$ cat config.mk
export PLATFORM = sky130hd
export DESIGN_NAME = peak_to_peak_level_meter
export DESIGN_NICKNAME = d
export VERILOG_FILES = /design/src/hw/rtl/ptplm_pkg.sv /design/src/hw/rtl/ptplm_ctrl.sv /design/src/hw/rtl/ptplm_dp.sv /design/src/hw/rtl/peak_to_peak_level_meter.sv
export SDC_FILE = /design/constraint.sdc
export NUM_CORES = 1
export LEC_CHECK = 0
export BUFFER_PORTS_ARGS = -buffer_cell sky130_fd_sc_hd__buf_2
export CORE_AREA = 3 3 183 113
export CTS_BUF_LIST = sky130_fd_sc_hd__clkbuf_8
export CTS_CLUSTER_SIZE = 40
export DETAILED_ROUTE_END_ITERATION = 6
export DIE_AREA = 0 0 186 116
export GPL_ROUTABILITY_DRIVEN = 0
export GPL_TIMING_DRIVEN = 0
export PLACE_DENSITY = 0.67
export SYNTH_ARGS = -nofsm -noshare
export SYNTH_HDL_FRONTEND = slang
export SYNTH_SLANG_ARGS = --single-unit
$ cat constraint.sdc
create_clock -name clk_i -period 7.6 [get_ports clk_i]
set_clock_uncertainty 0.2 [all_clocks]
set_input_delay 1.52 -clock clk_i [delete_from_list [all_inputs] [get_ports clk_i]]
set_output_delay 1.52 -clock clk_i [all_outputs]
set_load 0.005 [all_outputs]
$ cat src/hw/rtl/ptplm_pkg.sv
// ptplm_pkg: shared types and constants of the peak-to-peak level meter
// payload structs, controller states, command and status groups
// no dependencies
`default_nettype none

package ptplm_pkg;

  localparam int SampleBits = 12;
  localparam int BarBits    = 8;
  localparam int ProdBits   = SampleBits + BarBits;
  localparam int StepBits   = $clog2(BarBits);

  localparam logic [BarBits-1:0] BarHalfReset = BarBits'(30);

  localparam logic CmdSample = 1'b0;
  localparam logic CmdTick   = 1'b1;

  typedef struct packed {
    logic                  command;
    logic [SampleBits-1:0] sample;
  } in_t;

  typedef struct packed {
    logic [SampleBits-1:0] amplitude;
    logic [SampleBits-1:0] peak_amplitude;
    logic [BarBits-1:0]    bar_length;
  } out_t;

  typedef enum logic [1:0] {
    ST_IDLE,
    ST_MUL,
    ST_DIV,
    ST_PUT
  } state_e;

  typedef struct packed {
    logic sample_en;
    logic tick_en;
    logic mul_en;
    logic div_en;
    logic out_load;
  } dp_cmd_t;

  typedef struct packed {
    logic div_last;
  } dp_sts_t;

endpackage

`default_nettype wire

$ cat src/hw/rtl/ptplm_ctrl.sv
// ptplm_ctrl: sequencer of the level meter (idle, multiply, divide, deliver)
// and the output valid flag; depends on ptplm_pkg
`default_nettype none

module ptplm_ctrl
  import ptplm_pkg::*;
(
  input  wire logic    clk_i,
  input  wire logic    rst_ni,
  input  wire logic    in_valid_i,
  input  wire logic    in_command_i,
  output logic         in_ready_o,
  output logic         out_valid_o,
  input  wire logic    out_ready_i,
  output dp_cmd_t      cmd_o,
  input  wire dp_sts_t sts_i
);

  state_e state_q, state_d;
  logic   out_valid_q, out_valid_d;
  logic   accept;

  assign in_ready_o  = (state_q == ST_IDLE);
  assign accept      = in_valid_i && in_ready_o;
  assign out_valid_o = out_valid_q;

  always_comb begin
    state_d = state_q;
    case (state_q)
      ST_IDLE: begin
        if (accept && (in_command_i == CmdTick)) state_d = ST_MUL;
      end
      ST_MUL:  state_d = ST_DIV;
      ST_DIV: begin
        if (sts_i.div_last) state_d = ST_PUT;
      end
      ST_PUT: begin
        if (!out_valid_q || out_ready_i) state_d = ST_IDLE;
      end
      default: state_d = ST_IDLE;
    endcase
  end

  always_comb begin
    cmd_o           = '0;
    cmd_o.sample_en = (state_q == ST_IDLE) && accept && (in_command_i == CmdSample);
    cmd_o.tick_en   = (state_q == ST_IDLE) && accept && (in_command_i == CmdTick);
    cmd_o.mul_en    = (state_q == ST_MUL);
    cmd_o.div_en    = (state_q == ST_DIV);
    cmd_o.out_load  = (state_q == ST_PUT) && (!out_valid_q || out_ready_i);
  end

  always_comb begin
    out_valid_d = out_valid_q;
    if (cmd_o.out_load) out_valid_d = 1'b1;
    else if (out_ready_i) out_valid_d = 1'b0;
  end

  always_ff @(posedge clk_i or negedge rst_ni) begin
    if (!rst_ni) begin
      state_q     <= ST_IDLE;
      out_valid_q <= 1'b0;
    end else begin
      state_q     <= state_d;
      out_valid_q <= out_valid_d;
    end
  end

endmodule

`default_nettype wire

$ cat src/hw/rtl/ptplm_dp.sv
// ptplm_dp: window min/max tracking, running peak, scale multiply,
// restoring divider and output register; depends on ptplm_pkg
`default_nettype none

module ptplm_dp
  import ptplm_pkg::*;
(
  input  wire logic               clk_i,
  input  wire logic               rst_ni,
  input  wire logic               cfg_we_i,
  input  wire logic [BarBits-1:0] cfg_data_i,
  input  wire in_t                in_data_i,
  input  wire dp_cmd_t            cmd_i,
  output dp_sts_t                 sts_o,
  output out_t                    out_data_o
);

  logic [SampleBits:0]   low_q, low_d;
  logic [SampleBits-1:0] high_q, high_d;
  logic                  seen_q, seen_d;
  logic [SampleBits-1:0] peak_q, peak_d;
  logic [BarBits-1:0]    half_q;
  logic [SampleBits-1:0] amp_q, amp_d;
  logic [SampleBits-1:0] rem_q;
  logic [BarBits-1:0]    quo_q;
  logic [StepBits-1:0]   cnt_q;
  out_t                  out_q;

  logic [ProdBits-1:0]   prod;
  logic [SampleBits:0]   trial;
  logic [SampleBits:0]   diff;
  logic                  qbit;

  // window tracking and peak update
  always_comb begin
    low_d  = low_q;
    high_d = high_q;
    seen_d = seen_q;
    peak_d = peak_q;
    amp_d  = amp_q;
    if (cmd_i.sample_en) begin
      if ({1'b0, in_data_i.sample} < low_q) low_d = {1'b0, in_data_i.sample};
      if (in_data_i.sample > high_q) high_d = in_data_i.sample;
      seen_d = 1'b1;
    end else if (cmd_i.tick_en) begin
      amp_d = '0;
      // empty window reports zero instead of wrapping
      if (seen_q && ({1'b0, high_q} >= low_q)) amp_d = high_q - low_q[SampleBits-1:0];
      if (amp_d > peak_q) peak_d = amp_d;
      low_d  = {1'b1, {SampleBits{1'b0}}};
      high_d = '0;
      seen_d = 1'b0;
    end
  end

  always_ff @(posedge clk_i or negedge rst_ni) begin
    if (!rst_ni) begin
      low_q  <= {1'b1, {SampleBits{1'b0}}};
      high_q <= '0;
      seen_q <= 1'b0;
      peak_q <= '0;
      half_q <= BarHalfReset;
      cnt_q  <= '0;
    end else begin
      low_q  <= low_d;
      high_q <= high_d;
      seen_q <= seen_d;
      peak_q <= peak_d;
      if (cfg_we_i) half_q <= cfg_data_i;
      if (cmd_i.mul_en) cnt_q <= '0;
      else if (cmd_i.div_en) cnt_q <= cnt_q + StepBits'(1);
    end
  end

  assign prod = ProdBits'(half_q) * ProdBits'(amp_q);

  // quotient fits in BarBits since amplitude never exceeds the peak,
  // so the upper product bits start below the divisor
  assign trial = {rem_q, quo_q[BarBits-1]};
  assign diff  = trial - {1'b0, peak_q};
  assign qbit  = (trial >= {1'b0, peak_q});

  always_ff @(posedge clk_i) begin
    if (cmd_i.tick_en) amp_q <= amp_d;
    if (cmd_i.mul_en) begin
      rem_q <= prod[ProdBits-1:BarBits];
      quo_q <= prod[BarBits-1:0];
    end else if (cmd_i.div_en) begin
      rem_q <= qbit ? diff[SampleBits-1:0] : trial[SampleBits-1:0];
      quo_q <= {quo_q[BarBits-2:0], qbit};
    end
    if (cmd_i.out_load) begin
      out_q.amplitude      <= amp_q;
      out_q.peak_amplitude <= peak_q;
      out_q.bar_length     <= (peak_q == '0) ? '0 : quo_q;
    end
  end

  assign sts_o.div_last = (cnt_q == StepBits'(BarBits - 1));
  assign out_data_o     = out_q;

endmodule

`default_nettype wire

$ cat src/hw/rtl/peak_to_peak_level_meter.sv
// peak_to_peak_level_meter: top level, joins controller and datapath
// depends on ptplm_pkg, ptplm_ctrl, ptplm_dp
//
// Input requests (in_valid_i/in_ready_o, in_data_i) carry either a converter
// sample or an end-of-window tick. A sample gives no result; samples stream
// at one per cycle while no tick is in progress. A tick computes the window's
// peak-to-peak amplitude, updates the running peak and scales the bar length
// with an 8-step restoring divider: the tick latches the amplitude, then
// multiplies, runs eight divide steps and loads the output register, and
// in_ready_o is low from the multiply until the load. The result request
// appears on out_valid_o/out_data_o the cycle after the load and stays
// until out_ready_i; while it waits, samples are still accepted, and a
// following tick finishes its divide and then holds until the output
// register frees up. Configuration writes (cfg_valid_i/cfg_ready_o,
// cfg_data_i = bar half length) are always ready. Reset clears the window,
// the running peak and the output valid flag, and sets the half length to 30.
`default_nettype none

module peak_to_peak_level_meter
  import ptplm_pkg::*;
(
  input  wire logic               clk_i,
  input  wire logic               rst_ni,
  input  wire logic               cfg_valid_i,
  output logic                    cfg_ready_o,
  input  wire logic [BarBits-1:0] cfg_data_i,
  input  wire logic               in_valid_i,
  output logic                    in_ready_o,
  input  wire in_t                in_data_i,
  output logic                    out_valid_o,
  input  wire logic               out_ready_i,
  output out_t                    out_data_o
);

  dp_cmd_t cmd;
  dp_sts_t sts;
  logic    cfg_we;

  assign cfg_ready_o = 1'b1;
  assign cfg_we      = cfg_valid_i && cfg_ready_o;

  ptplm_ctrl u_ctrl (
    .clk_i        (clk_i),
    .rst_ni       (rst_ni),
    .in_valid_i   (in_valid_i),
    .in_command_i (in_data_i.command),
    .in_ready_o   (in_ready_o),
    .out_valid_o  (out_valid_o),
    .out_ready_i  (out_ready_i),
    .cmd_o        (cmd),
    .sts_i        (sts)
  );

  ptplm_dp u_dp (
    .clk_i      (clk_i),
    .rst_ni     (rst_ni),
    .cfg_we_i   (cfg_we),
    .cfg_data_i (cfg_data_i),
    .in_data_i  (in_data_i),
    .cmd_i      (cmd),
    .sts_o      (sts),
    .out_data_o (out_data_o)
  );

  a_amp_le_peak: assert property (@(posedge clk_i) disable iff (!rst_ni)
    out_valid_o |-> (out_data_o.amplitude <= out_data_o.peak_amplitude))
    else $error("amplitude above running peak");

  a_zero_peak_bar: assert property (@(posedge clk_i) disable iff (!rst_ni)
    (out_valid_o && (out_data_o.peak_amplitude == '0)) |-> (out_data_o.bar_length == '0))
    else $error("nonzero bar with zero peak");

  a_tick_busy: assert property (@(posedge clk_i) disable iff (!rst_ni)
    (in_valid_i && in_ready_o && (in_data_i.command == CmdTick)) |=> !in_ready_o)
    else $error("input taken while tick in progress");

endmodule

`default_nettype wire

**After elaboration in Yosys (flattened, before gate mapping)**

Cells that the tools add are included.

- Bits of input ports: 26
- Register bits after elaboration: 116
- Output and inout port bits: 35
- Word-level logic and storage cells: 77

- Add/sub/neg operators: 3
- Muxes and demuxes: 24
- Bitwise logic cells: 2
- Equal/unequal tests: 9
- Multipliers: 1
- Reduce and logical (&&, ||, !) cells: 19
- $lt $le $gt $ge: 5

Operators by type and width:

| cell | number |
|---|---|
| $mux 12 | 9 |
| $mux 13 | 3 |
| $gt 12x12->1 | 2 |
| $sub 12x12->12 | 2 |
| $mul 8x12->20 | 1 |
| $mux 8 | 2 |
| $ge 12x13->1 | 1 |
| $ge 13x12->1 | 1 |
| $lt 12x13->1 | 1 |
| $logic_not 12->1 | 1 |
| $pmux 2 s4 | 1 |
| $logic_and 1x1->1 | 7 |
| $mux 2 | 3 |
| $mux 3 | 2 |
| $ne 2x1->1 const B | 3 |
| $reduce_and 2->1 | 3 |
| $reduce_and 3->1 | 2 |
| $reduce_bool 2->1 | 3 |
| $eq 2x2->1 const B | 2 |
| $mux 1 | 4 |
| $ne 2x2->1 const B | 2 |
| $add 3x1->3 const B | 1 |
| $eq 3x3->1 const B | 1 |
| $eq 2x1->1 const B | 1 |
| 4 further kinds | 5 |

**Longest topological paths before layout**

Gate-level depths: netlist (run 1).

- Word-level depth: 8
- Mapped depth: 19
- Depth with buffers taken out: 17

**Cells and area by module**

Synthesis (run 1) repeated with hierarchy kept, for this count alone.

- Cell total of the unflattened synthesis: 930
- Area, all modules: 9581.7 um2

Modules (own cells, without submodules):

| module | cells each | seq. area each (um2) | instances | area each (um2) |
|---|---|---|---|---|
| ptplm_dp | 903 | 3154.3 | 1 | 9312.7 |
| ptplm_ctrl | 25 | 75.1 | 1 | 257.7 |
| peak_to_peak_level_meter | 2 | 0.0 | 1 | 11.3 |

**Worst setup path before layout (run 1)**

Ideal clock, no wire load.

- Path kind: register to register
- Start: register u_dp.half_q[3]
- End: register u_dp.rem_q[10], data pin
- Data required time: 7139 ps
- Arrival: 4531 ps
- Period minus slack after synthesis: 4992 ps
- Path buffers: 1
- Stages on the path, launching flop included: 17
- Setup time: 261 ps
- Path slack: 2608 ps
- Cells stage by stage: dfstp_2 clkbuf_1 and2_1 fa_1 fa_1 fa_1 inv_1 fa_1 inv_1 ha_1 a2111oi_0 o21ai_0 a31oi_1 nand2_1 mux2i_1 o21ai_0 o311a_1

- Cells in the longest elaborated chain, start to end: 2

RTL lines:

| what | RTL line | text |
|---|---|---|
| start, declared | ptplm_dp.sv:22 | `logic [BarBits-1:0] half_q;` |
| start signal, assigned | ptplm_dp.sv:62 | `half_q <= BarHalfReset;` |
| start signal, assigned | ptplm_dp.sv:69 | `if (cfg_we_i) half_q <= cfg_data_i;` |
| $mul 8x12->20 | ptplm_dp.sv:75 | `assign prod = ProdBits'(half_q) * ProdBits'(amp_q);` |
| $mux 12 | ptplm_dp.sv:85 | `if (cmd_i.mul_en) begin` |
| end signal, assigned | ptplm_dp.sv:86 | `rem_q <= prod[ProdBits-1:BarBits];` |
| end signal, assigned | ptplm_dp.sv:89 | `rem_q <= qbit ? diff[SampleBits-1:0] : trial[SampleBits-1:0];` |
| end, declared | ptplm_dp.sv:24 | `logic [SampleBits-1:0] rem_q;` |

Every way passes these cells.
A chain may end at the register's enable or synchronous reset.

**Worst setup path after layout (run 1)**

Same ends and word-level chain as after synthesis.

==> results.md, run 1 <==
* Pins Over Slew Limit at 0
* CP Data Required Time at 7.59 ns
* Initial antenna violation count at 0
* First-pass iteration count of the detailed router at 5
* Cts hold-fix bufs at 0
* FP Rows at 39
* Number of library cell types mapped by synthesis at 65
* Asr flop ratio synth at 44.8%
* CP Launch Type: flop
* Vias in the first global route at 6,631
* TNS Setup at 0 ns
* Antenna-violating nets left at 0
* Clock tree root buffer cell: clkbuf_8
* Max-Cap Viols at 0
* Post-DP Area at 10,100 µm²
* Clk sinks at 116
* Clock-pin slew on the worst setup and hold paths at 0.09 ns
* H-Tree Depth at 4
* Synth top area share at 20.2%
* Clk buf depth at 2
* Synthesized flop and latch total at 116
* Number of synthesized flops with an enable pin at 64
* Synth area leaders: edfxtp_1, ha_1, fa_1
* Setup Crit Path Kind: reg -> reg
* Synth area leader: edfxtp_1
* Post-route setup slack at roughly 1.8 ns
* Die area at approximately 22,000 µm²
* Pre-CTS WS at 1.93 ns
* Clock buffer count from CTS at 17
* Largest net degree at the start of global routing at 53
* Share of cells above drive strength 1 at 13.2%
* RSZ-0062 raised after global routing: false
* PwrDens at 459 nW/µm²
* Final Cell Area at 10,500 µm²
* Filler Cells Inserted at 1,694
* Crit Path Max Fanout at 10
* Die Y at between 100 and 150 µm
* # Post-CTS Setup Buffers at 0
* DR iter-0 viols at 679
* N_diodes at 0
* Met3 usage at 5.65%
* Global route overflow at 0
* Final Setup Violations at 0
* Synthesis warning total at 0
* Status: finished clean
* WL/cell at 18.2 µm
* FMAX at 172 MHz
* Syn Nets at about 1.1k
* PortBufs at 58
* Core Footprint at 19,000 µm²
* Global routing usage on met1 at 40.7%
* Total power at 4.83 mW
* First-pass GRT wire length at approximately 37 mm
* Die X at 186 µm
* Via/cell ratio at 5.54
* Grt peak-use layer: met1
* Main flop type after synthesis: edfxtp_1
* Hold Violations, Final at 0
* Worst setup EP type: flop
* Minimum clock period at about 5.8 ns
* Detail Placement HPWL at 18.1 mm
* TritonCTS clock tree: yes
* Worst Path Arrival at 5.79 ns
* Residual DRC count at 0
* Initial cell density of the core at about half
* Slew @ Worst Pin at roughly 1.4 ns
* Synth Instances at 929
* Clock Latency Late Sink at 0.45 ns
* DR vias at 7,007
* CTS resizes at 0
* VDD IR max at 0.000401 V
* Final hold slack at 0.303 ns
* GRT met2 Usage at 26.0%
* Max-slew headroom at 8.24%
* Ports at 61
* Final Cycle Share at 76.3%
* Synthesized area at 9530 µm²
* Min-delay worst type: reg -> reg
* Lkg Pwr at 4.86 nW
* Layout area overhead at 10.4%
* Nets at 1,199
* Post-Route WL at 23.0 mm
* Syn avg cell area at 10.3 µm²
* Post-synthesis sequential area ratio at approximately 34%
* GR Util All Layers at 22.8%
## cell families after synthesis
kind of cell	Yosys count	synth area share (%)
adders and majority gates	167	26.8
muxes	37	4.24
DFF	116	33.9
and+or+nand+nor	250	13.7
xor gates and xnor gates	27	2.48
AOI/OAI and AO/OA	172	12.4
buffers and inverters	159	6.43
other	1	0.0393
## critical path, stage by stage (launching register included)
cell and delay [ns]:
dfstp_2 0.56, clkbuf_1 0.39, and2_1 0.23, fa_1 0.44, fa_1 0.50, fa_1 0.59, inv_1 0.07, fa_1 0.54
inv_1 0.05, ha_1 0.36, a2111oi_0 0.38, o21ai_0 0.27, a31oi_1 0.38, nand2_1 0.16, mux2i_1 0.16, o21ai_0 0.10
o311a_1 0.17
## cell usage after synthesis, drive strengths merged, types with 8 or more instances
cell type and n:
mux2i 10, xor2 9, ha 105, dfrtp 47
inv 135, nor2 39, a21o 19, o21a 8
and2 80, mux2 27, nand2 57, a211oi 9
clkbuf 18, nand4 10, a21oi 29, fa 62
nor2b 11, edfxtp 64, xnor2 18, a22o 12
nor3 8, o21ai 47, nand3 19
## layer usage
layer	wire length (µm)	part of all wire, %
met1	13100	57
met2	7640	33
met3	2030	8.8
met4	213	0.93
met5	0	0
## final timing paths
kind                                                  from                    endpoint  slack, ns  cells past startpoint
worst max-delay path            u_dp.half_q[3]$_DFFE_PN1P_    u_dp.rem_q[10]$_DFFE_PP_       1.80                     16
worst min-delay path             u_dp.low_q[7]$_DFFE_PN0P_   u_dp.low_q[7]$_DFFE_PN0P_       0.30                      1
worst max register to register  u_dp.half_q[3]$_DFFE_PN1P_    u_dp.rem_q[10]$_DFFE_PP_       1.80                     16
worst min register to register   u_dp.low_q[7]$_DFFE_PN0P_   u_dp.low_q[7]$_DFFE_PN0P_       0.30                      1
max in group asynchronous                           rst_ni   u_dp.low_q[4]$_DFFE_PN0P_       5.71                      1
min in group asynchronous                           rst_ni  u_dp.half_q[7]$_DFFE_PN0P_       0.90                      1
## through the flow
step	cells	util (%)
6_report	1265	55.3
3_3_place_gp	1233	53.2
3_5_place_dp	1233	53.2
4_1_cts	1265	55.3
2_1_floorplan	929	-
5_1_grt	1265	55.3
## registers in the layout, summed over array words and instances, names as in the netlist
| name | cells |
|---|---|
| u_dp.low_q | 13 |
| u_dp.seen_q | 1 |
| u_dp.out_data_o | 32 |
| u_ctrl.state_q | 2 |
| u_dp.peak_q | 12 |
| u_dp.half_q | 8 |
| u_dp.amp_q | 12 |
| u_dp.rem_q | 12 |
| u_dp.high_q | 12 |
| u_dp.cnt_q | 3 |
| u_ctrl.out_valid_o | 1 |
| u_dp.quo_q | 8 |
## power by group
group	total [mW]	switching, mW	internal, mW
clock network	0.582	0.288	0.294
registers	1.12	0.137	0.983
logic	3.12	1.80	1.32
total	4.83	2.23	2.60
## layout by cell type (no fill, tap or decap), types with 18 or more instances in the layout
master    Yosys  final
a21o_1       19     19
a21oi_1      29     29
and2_1       80     79
buf_2         1     58
clkbuf_1     18     18
dfrtp_1      47     47
edfxtp_1     64     64
fa_1         62     62
ha_1        105    105
inv_1       135    136
mux2_2       27     27
nand2_1      57     57
nand3_1      19     19
nor2_1       39     39
o21ai_0      41     41
xnor2_1      18     18
## final cells by class
class                      instances  area (µm²)  share of cell area, %
inverter                         135         507                   4.82
timing repair buffer              58         293                   2.78
sequential                       116        3230                   30.7
buffer                            24         106                   1.01
multi-input combinational        654        5690                   54.1
clock buffer                      17         234                   2.22
tap                              246         308                   2.92
clock inverter                    15         154                   1.46
Note: power is estimated with default switching activity, not from simulation.
==> run 2: changes to the inputs <==
==> constraint.sdc (replaced) <==
create_clock -name clk_i -period 5.4 [get_ports clk_i]
set_clock_uncertainty 0.2 [all_clocks]
set_input_delay 1.08 -clock clk_i [delete_from_list [all_inputs] [get_ports clk_i]]
set_output_delay 1.08 -clock clk_i [all_outputs]
set_load 0.005 [all_outputs]
==> run 2 against run 1 <==
Hold slack about the same; final cell count up 0.55%; clock power up 41%; combinational power up 46%; via count up 0.64%.
==> results.md, run 2 (synthesized netlist as in run 1, its figures left out) <==
* Status: finished clean
* DR iter-0 viols at 621 (-8.5%)
* Die X at 186 µm (unchanged)
* First-pass GRT wire length at 37.4 mm (+0.34%)
* GR Util All Layers at 22.9% (+0.11 points)
* Clk buf depth at 2 (unchanged)
* Most flops, register: u_dp.out_data_o
* Max reg flops at 32 (unchanged)
* CP Data Required Time at 5.36 ns (-2.23 ns)
* Final Setup Violations at 0 (unchanged)
* Cts hold-fix bufs at 0 (unchanged)
* Commonest non-fill, non-tap cell in the layout: inv_1
* Worst R2R Setup Slack at 0.21 ns (-1.59 ns)
* N_diodes at 0 (unchanged)
* Via/cell ratio at 5.54 (about the same)
* PwrDens at 652 nW/µm² (+42%)
* DR vias at 7,052 (+0.64%)
* Worst setup EP type: flop
* Critical Path End: u_dp.rem_q[11]$_DFFE_PP_
* FMAX at 193 MHz (+12%)
* First-pass iteration count of the detailed router at 5 (unchanged)
* H-Tree Depth at 4 (unchanged)
* Worst Path Arrival at 5.15 ns (-0.64 ns)
* Post-DP Area at 10,100 µm² (unchanged)
* Post-Route WL at 23.2 mm (+0.66%)
* Die Y at 116 µm (unchanged)
* Clock Latency Late Sink at 0.45 ns (about the same)
* Global route overflow at 0 (unchanged)
* Worst Setup SP: u_dp.amp_q[6]$_DFFE_PP_
* Antenna-violating nets left at 0 (unchanged)
* Largest regs: u_dp.out_data_o x32, u_dp.low_q x13
* Largest net degree at the start of global routing at 53 (unchanged)
* CP Launch Type: flop
* Clk sinks at 116 (unchanged)
* Initial antenna violation count at 0 (unchanged)
* Nets at 1,206 (+0.58%)
* Core Footprint at 19,000 µm² (unchanged)
* Final Cycle Share at 96.1% (+20 points)
* Clock buffer count from CTS at 17 (unchanged)
* Crit Path Max Fanout at 9 (-1)
* Lkg Pwr at 4.93 nW (+1.5%)
* Max-Cap Viols at 0 (unchanged)
* PortBufs at 58 (unchanged)
* TritonCTS clock tree: yes
* Detail Placement HPWL at 18.1 mm (unchanged)
* FP Rows at 39 (unchanged)
* WL/cell at 18.2 µm (+0.10%)
* VDD IR max at 0.000566 V (+41%)
* Clock-pin slew on the worst setup and hold paths at 0.07 ns (-0.02 ns)
* Clock tree root buffer cell: clkbuf_8
* FF-to-FF End: u_dp.rem_q[11]$_DFFE_PP_
* Layout area overhead at 11.8%
* RR Startpoint: u_dp.amp_q[6]$_DFFE_PP_
* Die area at 21,600 µm² (unchanged)
* Minimum clock period at 5.19 ns (-0.611 ns)
* Hold Violations, Final at 0 (unchanged)
* Max-slew headroom at 19.2% (+11 points)
* Vias in the first global route at 6,626 (-0.075%)
* Min-delay worst type: reg -> reg
* Slew @ Worst Pin at 1.20 ns (-0.162 ns)
* Ports at 61 (unchanged)
* Share of cells above drive strength 1 at 15.2% (+2.0 points)
* Initial cell density of the core at 50.1% (unchanged)
* Final Cell Area at 10,700 µm² (+1.3%)
* Residual DRC count at 0 (unchanged)
* Total power at 6.95 mW (+44%)
* Setup Crit Path Kind: reg -> reg
* Pins Over Slew Limit at 0 (unchanged)
* Reg2reg path depth at 14 (-2)
* TNS Setup at 0 ns (unchanged)
* Most frequent cells in the layout: inv_1, ha_1, and2_1
-- run 2: per-stage QoR --
step           worst slack [ns]  cells  hold WS (ns)  util, %
3_5_place_dp             -0.269   1233         0.283     53.2
5_1_grt                -0.00768   1272         0.315     56.0
2_1_floorplan             0.408    929         0.239        -
3_3_place_gp             -0.266   1233         0.280     53.2
6_report                  0.211   1272         0.303     56.0
4_1_cts                 0.00224   1264         0.301     55.3
-- run 2: where the power goes --
part,switching [mW],internal [mW]
Combinational,2.63,1.93
Clock,0.406,0.414
Sequential,0.189,1.38
Total,3.23,3.73
-- run 2: repair_timing --
| action | in CTS | in global routing |
|---|---|---|
| endpoints found under the setup margin | 6 | 9 |
| gates resized for setup | 5 | 16 |
| endpoints found under the hold margin | 0 | 0 |
| setup buffers | 1 | 8 |
| pin swaps | 1 | 0 |
-- run 2: worst min-delay path by stage --
| stage | from | slack (ns) | endpoint | depth (start not counted) |
|---|---|---|---|---|
| 2_1_floorplan | u_dp.seen_q$_DFFE_PN0P_ | 0.24 | u_dp.seen_q$_DFFE_PN0P_ | 2 |
| 3_3_place_gp | u_dp.peak_q[4]$_DFFE_PN0P_ | 0.28 | u_dp.out_data_o[12]$_DFFE_PP_ | 0 |
| 3_5_place_dp | u_dp.peak_q[4]$_DFFE_PN0P_ | 0.28 | u_dp.out_data_o[12]$_DFFE_PP_ | 0 |
| 4_1_cts | u_dp.peak_q[4]$_DFFE_PN0P_ | 0.30 | u_dp.out_data_o[12]$_DFFE_PP_ | 0 |
| 5_1_grt | u_dp.low_q[7]$_DFFE_PN0P_ | 0.32 | u_dp.low_q[7]$_DFFE_PN0P_ | 1 |
| 6_report | u_dp.low_q[7]$_DFFE_PN0P_ | 0.30 | u_dp.low_q[7]$_DFFE_PN0P_ | 1 |
-- run 2: critical path: stages (launching register included) --
cell	delay, ns
edfxtp_1	0.60
and2_1	0.28
fa_1	0.55
fa_1	0.46
fa_1	0.57
inv_1	0.06
fa_1	0.54
inv_1	0.05
ha_1	0.27
or4_4	0.58
o221ai_4	0.24
a21oi_1	0.13
o22ai_1	0.16
xnor2_1	0.14
mux2i_1	0.09
-- run 2: final cells by class --
class / instances / area (µm²)
inverter: 135 / 507
clock inverter: 15 / 154
clock buffer: 17 / 234
buffer: 22 / 106
fill: 1691 / 8370
tap: 246 / 308
timing repair buffer: 67 / 360
multi-input combinational: 654 / 5760
sequential: 116 / 3230
-- run 2: metal layers --
metal | routed length, µm | share of wire (%) | vias to the layer above | track usage [%]
met4 | 104 | 0.45 | 0 | 3.97
met5 | 0 | 0 | - | 0
met3 | 2310 | 10 | 7 | 6.18
li1 | - | - | 3372 | -
met2 | 7820 | 34 | 293 | 26.1
met1 | 12900 | 56 | 3380 | 40.7
